**config.mk**
```make
export PLATFORM = sky130hd
export DESIGN_NAME = sha1_message_digest
export DESIGN_NICKNAME = d
export VERILOG_FILES = /design/src/hdl/smd_pkg.sv /design/src/hdl/smd_round.sv /design/src/hdl/sha1_message_digest.sv
export SDC_FILE = /design/constraint.sdc
export NUM_CORES = 2
export LEC_CHECK = 0
export ABC_AREA = 1
export BUFFER_PORTS_ARGS = -buffer_cell sky130_fd_sc_hd__buf_2
export CELL_PAD_IN_SITES_DETAIL_PLACEMENT = 0
export CELL_PAD_IN_SITES_GLOBAL_PLACEMENT = 1
export CORE_UTILIZATION = 47
export DETAILED_ROUTE_END_ITERATION = 8
export PLACE_DENSITY = 0.86
export SLEW_MARGIN = 0
export SYNTH_ARGS = -nofsm -noshare
export SYNTH_HDL_FRONTEND = slang
export SYNTH_SLANG_ARGS = --single-unit
```
**constraint.sdc**
```tcl
create_clock -name aclk -period 11 [get_ports aclk]
set_input_delay 1.1 -clock aclk [delete_from_list [all_inputs] [get_ports aclk]]
set_output_delay 1.1 -clock aclk [all_outputs]
set_load 0.1 [all_outputs]
```
**src/hdl/smd_pkg.sv**
```systemverilog
// Package for the SHA-1 message digest block.
// Holds initial chaining values, round constants and the working-variable type.
// No dependencies.
`default_nettype none

package smd_pkg;

    // Initial chaining values h0..h4
    localparam logic [31:0] IV0 = 32'h67452301;
    localparam logic [31:0] IV1 = 32'hEFCDAB89;
    localparam logic [31:0] IV2 = 32'h98BADCFE;
    localparam logic [31:0] IV3 = 32'h10325476;
    localparam logic [31:0] IV4 = 32'hC3D2E1F0;

    // Round constants, one per group of twenty rounds
    localparam logic [31:0] K0 = 32'h5A827999;
    localparam logic [31:0] K1 = 32'h6ED9EBA1;
    localparam logic [31:0] K2 = 32'h8F1BBCDC;
    localparam logic [31:0] K3 = 32'hCA62C1D6;

    // Round index boundaries (7-bit round counter)
    localparam logic [6:0] ROUND_GRP1 = 7'd20;
    localparam logic [6:0] ROUND_GRP2 = 7'd40;
    localparam logic [6:0] ROUND_GRP3 = 7'd60;
    localparam logic [6:0] ROUND_LAST = 7'd79;

    // Working variables a..e, also used for the chaining words
    typedef struct packed {
        logic [31:0] a;
        logic [31:0] b;
        logic [31:0] c;
        logic [31:0] d;
        logic [31:0] e;
    } work_vars_t;

endpackage

`default_nettype wire

```
**src/hdl/smd_round.sv**
```systemverilog
// One SHA-1 round plus the next message-schedule word.
// Combinational; shared by all 80 rounds under the top-level sequencer.
// Depends on smd_pkg.
`default_nettype none

module smd_round (
    input  smd_pkg::work_vars_t vars_i,
    input  logic [6:0]          round_i,
    input  logic [31:0]         w0_i,
    input  logic [31:0]         w2_i,
    input  logic [31:0]         w8_i,
    input  logic [31:0]         w13_i,
    output smd_pkg::work_vars_t vars_o,
    output logic [31:0]         w_new_o
);

    logic [31:0] f;
    logic [31:0] k;
    logic [31:0] temp;
    logic [31:0] mix;

    always_comb begin
        if (round_i < smd_pkg::ROUND_GRP1) begin
            f = (vars_i.b & vars_i.c) | (~vars_i.b & vars_i.d);
            k = smd_pkg::K0;
        end else if (round_i < smd_pkg::ROUND_GRP2) begin
            f = vars_i.b ^ vars_i.c ^ vars_i.d;
            k = smd_pkg::K1;
        end else if (round_i < smd_pkg::ROUND_GRP3) begin
            f = (vars_i.b & vars_i.c) | (vars_i.b & vars_i.d) | (vars_i.c & vars_i.d);
            k = smd_pkg::K2;
        end else begin
            f = vars_i.b ^ vars_i.c ^ vars_i.d;
            k = smd_pkg::K3;
        end
    end

    assign temp = {vars_i.a[26:0], vars_i.a[31:27]} + f + vars_i.e + k + w0_i;

    always_comb begin
        vars_o.a = temp;
        vars_o.b = vars_i.a;
        vars_o.c = {vars_i.b[1:0], vars_i.b[31:2]};
        vars_o.d = vars_i.c;
        vars_o.e = vars_i.d;
    end

    // W[t+16] = rotl1(W[t+13] ^ W[t+8] ^ W[t+2] ^ W[t])
    assign mix     = w13_i ^ w8_i ^ w2_i ^ w0_i;
    assign w_new_o = {mix[30:0], mix[31]};

endmodule

`default_nettype wire

```
**src/hdl/sha1_message_digest.sv**
```systemverilog
// SHA-1 message digest, streaming one byte per input item.
// Top level: byte packing, padding sequencer, round control, digest output.
// Depends on smd_pkg and smd_round.
//
// Message bytes enter on the s_ channel, one per item. s_tuser marks the
// byte as present (0 lets an item carry no byte, e.g. an empty message) and
// s_tlast marks the final item. Bytes are packed big-endian into a 16-word
// window; a byte that neither finishes a block nor ends the message is taken
// and leaves s_tready high for the next item. The 64th byte of a block
// starts the compression: 80 rounds through the single shared round unit,
// one per cycle, then the chaining add, with s_tready low throughout.
// After the final item the padding (0x80, zero fill, 64-bit bit length) is
// pushed through the same byte path at one byte per cycle, pausing while a
// block that it fills is compressed, so it spans one or two compressions.
// The digest is then held in an output register (m_tvalid high until
// taken) and the hasher is back at its initial state; new message bytes may
// be accepted while the digest waits. m_tdata carries digest words 0..4 from
// the low bits up, word 0 being the most significant word of the hash.
`default_nettype none

module sha1_message_digest (
    input  wire logic         aclk,
    input  wire logic         aresetn,
    // input items
    input  wire logic         s_tvalid,
    output logic              s_tready,
    input  wire logic [7:0]   s_tdata,   // [7:0] data_byte
    input  wire logic         s_tuser,   // [0] byte_present
    input  wire logic         s_tlast,   // end_of_message
    // result items
    output logic              m_tvalid,
    input  wire logic         m_tready,
    output logic [159:0]      m_tdata    // [31:0] digest_word0, [63:32] digest_word1,
                                         // [95:64] digest_word2, [127:96] digest_word3,
                                         // [159:128] digest_word4
);

    localparam logic [5:0] FILL_LAST  = 6'd63;  // last byte slot of a block
    localparam logic [5:0] LEN_START  = 6'd56;  // first byte slot of length field
    localparam logic [7:0] PAD_MARKER = 8'h80;

    typedef enum logic [1:0] {
        S_IDLE,
        S_PAD,
        S_ROUND,
        S_ADD
    } state_t;

    state_t              state_reg, state_next;
    smd_pkg::work_vars_t chain_reg, chain_next;
    smd_pkg::work_vars_t vars_reg, vars_next;
    smd_pkg::work_vars_t vars_round;
    logic [31:0]         window_reg [16];
    logic [31:0]         window_next [16];
    logic [31:0]         acc_reg, acc_next;
    logic [63:0]         bit_length_reg, bit_length_next;
    logic [5:0]          fill_reg, fill_next;
    logic [6:0]          round_reg, round_next;
    logic                pad_active_reg, pad_active_next;   // message end seen
    logic                marker_reg, marker_next;           // 0x80 placed
    logic                len_phase_reg, len_phase_next;     // length bytes going in
    logic                final_reg, final_next;             // last compression
    logic                out_valid_reg, out_valid_next;
    logic [159:0]        out_data_reg, out_data_next;

    logic                put_en;
    logic [7:0]          put_byte;
    logic [31:0]         byte_word;
    logic [31:0]         acc_word;
    logic [31:0]         w_new;

    smd_round u_round (
        .vars_i  (vars_reg),
        .round_i (round_reg),
        .w0_i    (window_reg[0]),
        .w2_i    (window_reg[2]),
        .w8_i    (window_reg[8]),
        .w13_i   (window_reg[13]),
        .vars_o  (vars_round),
        .w_new_o (w_new)
    );

    assign s_tready = (state_reg == S_IDLE);
    assign m_tvalid = out_valid_reg;
    assign m_tdata  = out_data_reg;

    // byte lane placement, big-endian within each word
    assign byte_word = 32'({put_byte, 24'h000000} >> {fill_reg[1:0], 3'b000});
    assign acc_word  = (fill_reg[1:0] == 2'd0) ? byte_word : (acc_reg | byte_word);

    always_comb begin
        state_next      = state_reg;
        chain_next      = chain_reg;
        vars_next       = vars_reg;
        window_next     = window_reg;
        acc_next        = acc_reg;
        bit_length_next = bit_length_reg;
        fill_next       = fill_reg;
        round_next      = round_reg;
        pad_active_next = pad_active_reg;
        marker_next     = marker_reg;
        len_phase_next  = len_phase_reg;
        final_next      = final_reg;
        out_valid_next  = out_valid_reg;
        out_data_next   = out_data_reg;
        put_en          = 1'b0;
        put_byte        = 8'h00;

        if (out_valid_reg && m_tready) begin
            out_valid_next = 1'b0;
        end

        unique case (state_reg)
            S_IDLE: begin
                if (s_tvalid) begin
                    put_en   = s_tuser;
                    put_byte = s_tdata;
                    if (s_tuser) begin
                        bit_length_next = bit_length_reg + 64'd8;
                    end
                    if (s_tuser && fill_reg == FILL_LAST) begin
                        state_next      = S_ROUND;
                        pad_active_next = s_tlast;
                    end else if (s_tlast) begin
                        state_next      = S_PAD;
                        pad_active_next = 1'b1;
                    end
                end
            end
            S_PAD: begin
                put_en = 1'b1;
                if (!marker_reg) begin
                    put_byte    = PAD_MARKER;
                    marker_next = 1'b1;
                end else if (len_phase_reg || fill_reg == LEN_START) begin
                    // slot 56 takes bits 63:56, slot 63 bits 7:0
                    put_byte       = bit_length_reg[{~fill_reg[2:0], 3'b000} +: 8];
                    len_phase_next = 1'b1;
                    if (fill_reg == FILL_LAST) begin
                        final_next = 1'b1;
                    end
                end
                if (fill_reg == FILL_LAST) begin
                    state_next = S_ROUND;
                end
            end
            S_ROUND: begin
                vars_next = vars_round;
                for (int i = 0; i < 15; i++) begin
                    window_next[i] = window_reg[i+1];
                end
                window_next[15] = w_new;
                round_next      = round_reg + 7'd1;
                if (round_reg == smd_pkg::ROUND_LAST) begin
                    state_next = S_ADD;
                end
            end
            S_ADD: begin
                if (!final_reg) begin
                    chain_next.a = chain_reg.a + vars_reg.a;
                    chain_next.b = chain_reg.b + vars_reg.b;
                    chain_next.c = chain_reg.c + vars_reg.c;
                    chain_next.d = chain_reg.d + vars_reg.d;
                    chain_next.e = chain_reg.e + vars_reg.e;
                    state_next   = pad_active_reg ? S_PAD : S_IDLE;
                end else if (!out_valid_reg || m_tready) begin
                    // digest goes out, hasher returns to its initial state
                    out_data_next[31:0]    = chain_reg.a + vars_reg.a;
                    out_data_next[63:32]   = chain_reg.b + vars_reg.b;
                    out_data_next[95:64]   = chain_reg.c + vars_reg.c;
                    out_data_next[127:96]  = chain_reg.d + vars_reg.d;
                    out_data_next[159:128] = chain_reg.e + vars_reg.e;
                    out_valid_next  = 1'b1;
                    chain_next      = '{smd_pkg::IV0, smd_pkg::IV1, smd_pkg::IV2,
                                        smd_pkg::IV3, smd_pkg::IV4};
                    bit_length_next = 64'd0;
                    pad_active_next = 1'b0;
                    marker_next     = 1'b0;
                    len_phase_next  = 1'b0;
                    final_next      = 1'b0;
                    state_next      = S_IDLE;
                end
            end
            default: begin
                state_next = S_IDLE;
            end
        endcase

        // shared byte path: message bytes and padding bytes alike
        if (put_en) begin
            acc_next  = acc_word;
            fill_next = fill_reg + 6'd1;
            if (fill_reg[1:0] == 2'd3) begin
                for (int i = 0; i < 15; i++) begin
                    window_next[i] = window_reg[i+1];
                end
                window_next[15] = acc_word;
            end
            if (fill_reg == FILL_LAST) begin
                vars_next  = chain_reg;
                round_next = 7'd0;
            end
        end
    end

    always_ff @(posedge aclk) begin
        if (!aresetn) begin
            state_reg      <= S_IDLE;
            chain_reg      <= '{smd_pkg::IV0, smd_pkg::IV1, smd_pkg::IV2,
                                smd_pkg::IV3, smd_pkg::IV4};
            bit_length_reg <= 64'd0;
            fill_reg       <= 6'd0;
            round_reg      <= 7'd0;
            pad_active_reg <= 1'b0;
            marker_reg     <= 1'b0;
            len_phase_reg  <= 1'b0;
            final_reg      <= 1'b0;
            out_valid_reg  <= 1'b0;
        end else begin
            state_reg      <= state_next;
            chain_reg      <= chain_next;
            bit_length_reg <= bit_length_next;
            fill_reg       <= fill_next;
            round_reg      <= round_next;
            pad_active_reg <= pad_active_next;
            marker_reg     <= marker_next;
            len_phase_reg  <= len_phase_next;
            final_reg      <= final_next;
            out_valid_reg  <= out_valid_next;
        end
    end

    // payload, no reset
    always_ff @(posedge aclk) begin
        vars_reg     <= vars_next;
        window_reg   <= window_next;
        acc_reg      <= acc_next;
        out_data_reg <= out_data_next;
    end

    // the block is always empty while rounds run
    a_fill_zero_in_rounds: assert property (@(posedge aclk) disable iff (!aresetn)
        (state_reg == S_ROUND) |-> (fill_reg == 6'd0))
        else $error("block fill not zero during rounds");

    // round 79 is followed by the chaining add
    a_round_to_add: assert property (@(posedge aclk) disable iff (!aresetn)
        (state_reg == S_ROUND && round_reg == smd_pkg::ROUND_LAST) |=> (state_reg == S_ADD))
        else $error("rounds did not end in chaining add");

    // length bytes only ever follow the marker, past slot 56; the fill
    // wraps to zero once the last length byte is in
    a_len_after_marker: assert property (@(posedge aclk) disable iff (!aresetn)
        len_phase_reg |-> (marker_reg && pad_active_reg &&
                           (final_reg ||
                            (fill_reg[5:3] == 3'd7 && fill_reg != LEN_START))))
        else $error("length field out of place");

    // last compression only during padding
    a_final_in_pad: assert property (@(posedge aclk) disable iff (!aresetn)
        final_reg |-> (pad_active_reg && (state_reg == S_ROUND || state_reg == S_ADD)))
        else $error("final flag outside final compression");

endmodule

`default_nettype wire

```
==> flow_summary.yaml <==
run_status:
  status: "complete, no violations"
sta:
  rsz0062_at_grt: "no"
  period_share: 0.487
  fin_skew_ns: 0.0541
  clock.fmax_ghz: 0.187
  slew_headroom: 0.224
  hold_viol: 0
  drv_slew: 0
  timing.final.crit_period_ns: 5.36
  setup_slack_ns: 5.64
  holdWs_ns: 0.438
  worst_slew_pin_slew_ns: 1.16
  setup-tns-final_ns: 0
  finalSetupViolCount: 0
die:
  row_count: 127
  dieArea_um2: 123000
  ioPinCount: 176
  die_x_um: 350
  dieHeight_um: 350
  start_util: 0.475
  coreArea_um2: 120000
synth:
  ys_ff_latch: 1105
  syn-num-nets: 7921
  ys.warnings.count: 0
  yosys.area.top_type_share: 0.320
  yosysTopAreaCell: "dfxtp_1"
  synth_cells: 7581
  synthFlopType: "dfxtp_1"
  synth_cell_types: 53
  synthArstFlopShare: 0
  syn_area_per_cell_um2: 7.52
  synthesis.area_um2: 57000
  ys_seq_area_frac: 0.422
  synth_area_leaders: "dfxtp_1 (32%), nand2_1 (12%), edfxtp_1 (10%), a21oi_1 (6.3%), inv_1 (6.0%)"
  synth_edf_count: 192
global_route:
  grt_pass1_vias: 46200
  grt_max_degree: 286
  grt_pass1_wl_um: 275000
  grt_overflow: 0
  grt_usage: 0.293
  antenna_found_initial: 1
placement:
  dp_hpwl_um: 137000
  dp_slack_ns: 5.76
  port_buffers: 175
  gp_congestion: 1.01
worst_setup_path:
  crit_fanout: 21
  cp.required_ns: 11.60
  crit_type: "reg2reg"
  crit_path_end_kind: "flip-flop"
  critPathArrivalTime_ns: 5.96
  critPathLaunchType: "flip-flop"
clock_network:
  cts_buffers: 115
  htree_levels: 3
  tritoncts: "built"
  cts_root_buf: "clkbuf_16"
  clkTransAtPathRegs_ns: 0.06
  cts_hold_buf: 0
  cts_resized: 0
  clk_path_buf_depth: 3
  post-cts-setup-buffers: 0
  clock_sinks: 1105
  clk_latency_ns: 0.76
cells_and_area:
  nets: 7965
  fin_util: 0.524
  largest_reg_flops: 512
  drive_gt1_frac: 0.0597
  synthToLayoutAreaGrowth_pct: 10.3
drt:
  vias: 49400
  routed_wl_um: 183000
  drtAntennaViolNets: 0
  drt_iter0_drc: 4233
  drcViolationCount: 0
  vias_per_cell: 5.28
  first_pass_iters: 6
  wl_per_cell_um: 19.5
flow_run:
  cap_violations: 0
hold_path:
  hold_class: "reg2reg"
layout make-up:
class	count	area (um2)
Tap cell	1612	2020
Timing Repair Buffer	218	1210
Multi-Input combinational cell	5269	28200
Inverter	916	3460
Clock inverter	49	553
Fill cell	11900	57200
Sequential cell	1105	24000
Clock buffer	169	3360
Antenna cell	2	5.00
logic make-up (layout without fill, tap and decap cells):
group,after synthesis,after routing,share of synthesized area
AND/OR/NAND/NOR,3217,3217,0.231
adder cells (fa/ha/maj),326,326,0.0869
buffers and inverters,1207,1352,0.0839
AO/OA/AOI/OAI,1503,1503,0.142
flip-flops,1105,1105,0.422
XOR/XNOR,219,219,0.0336
other,0,2,0
multiplexers,4,4,0.000746
per-stage QoR:
stage	area, um2	std cells
floorplan	57000	7581
global placement	59000	9120
detailed placement	59000	9120
CTS	62900	9338
global route	62900	9338
finish	62900	9340
path summary, 6_finish.rpt:
kind | end | cells past startpoint | start | slack [ns]
hold reg to reg | window_reg[398]$_DFF_P_ | 2 | window_reg[366]$_DFF_P_ | 0.44
setup / recovery | vars_reg[144]$_DFF_P_ | 22 | round_reg[5]$_SDFF_PN0_ | 5.64
setup reg to reg | vars_reg[144]$_DFF_P_ | 22 | round_reg[5]$_SDFF_PN0_ | 5.64
hold / removal | window_reg[398]$_DFF_P_ | 2 | window_reg[366]$_DFF_P_ | 0.44
worst max-delay path, cell delays in order, from the launching register on:
cell and delay, ns:
dfxtp_1 0.41, nand2_1 0.13, inv_1 0.07, nand2_1 0.12, nand3_1 0.11, buf_4 0.28
nand2_1 0.48, inv_1 0.80, a221oi_1 0.22, fa_1 0.58, inv_1 0.04, ha_1 0.34
nand2_1 0.10, o21ai_0 0.59, nand2_1 0.10, nand2_1 0.17, nand2_1 0.07, nand2_1 0.13
nand2_1 0.08, nand3_1 0.07, nand2_1 0.05, o21ai_0 0.18, nand2_1 0.06
cells in the final DEF (no fill, tap or decap), types with 80 or more instances in the layout:
master and n:
nor2_1 786, nand2_1 1810, ha_1 208, xor2_1 129, nand3_1 335, a31oi_1 129
o21ai_0 489, xnor2_1 90, clkbuf_16 117, inv_1 903, fa_1 117, dfxtp_1 913
edfxtp_1 192, a21oi_1 716, nor3_1 80, buf_2 175
layer usage:
| layer | vias up | track usage | share of wire | wire length, um |
|---|---|---|---|---|
| li1 | 24700 | - | - | - |
| met1 | 23000 | 0.388 | 0.44 | 80300 |
| met2 | 1335 | 0.482 | 0.46 | 84400 |
| met3 | 309 | 0.0343 | 0.053 | 9690 |
| met4 | 0 | 0.130 | 0.045 | 8210 |
| met5 | - | 0 | 0 | 0 |
cells in the mapped netlist, types with 2 or more instances:
library cell / count
xor2_1: 129
and3_1: 2
buf_6: 15
clkbuf_1: 146
and2_1: 79
inv_2: 6
ha_1: 209
a21boi_0: 6
fa_1: 117
a21o_1: 11
nand3b_1: 21
o211ai_1: 17
mux2i_1: 2
dfxtp_1: 913
a221oi_1: 17
o21a_1: 18
a31o_2: 5
nor2_4: 5
edfxtp_1: 192
o221ai_1: 6
nand2_2: 4
nor3_2: 3
nand2_1: 1811
nand4_1: 56
inv_1: 906
nand2_4: 2
nor2_2: 2
nor2_1: 787
buf_2: 108
nand3_1: 335
xnor2_1: 90
o22ai_1: 27
a211oi_1: 23
o21ai_1: 9
or2_2: 19
buf_1: 20
o21ai_0: 489
o21bai_1: 26
nor3_1: 80
a21oi_1: 716
clkinv_1: 4
mux2_2: 2
a31oi_1: 129
nor4_1: 8
Power is left out: the tool's default activity adds up to more than one toggle a clock period on the data nets, which glitch-free logic cannot reach.
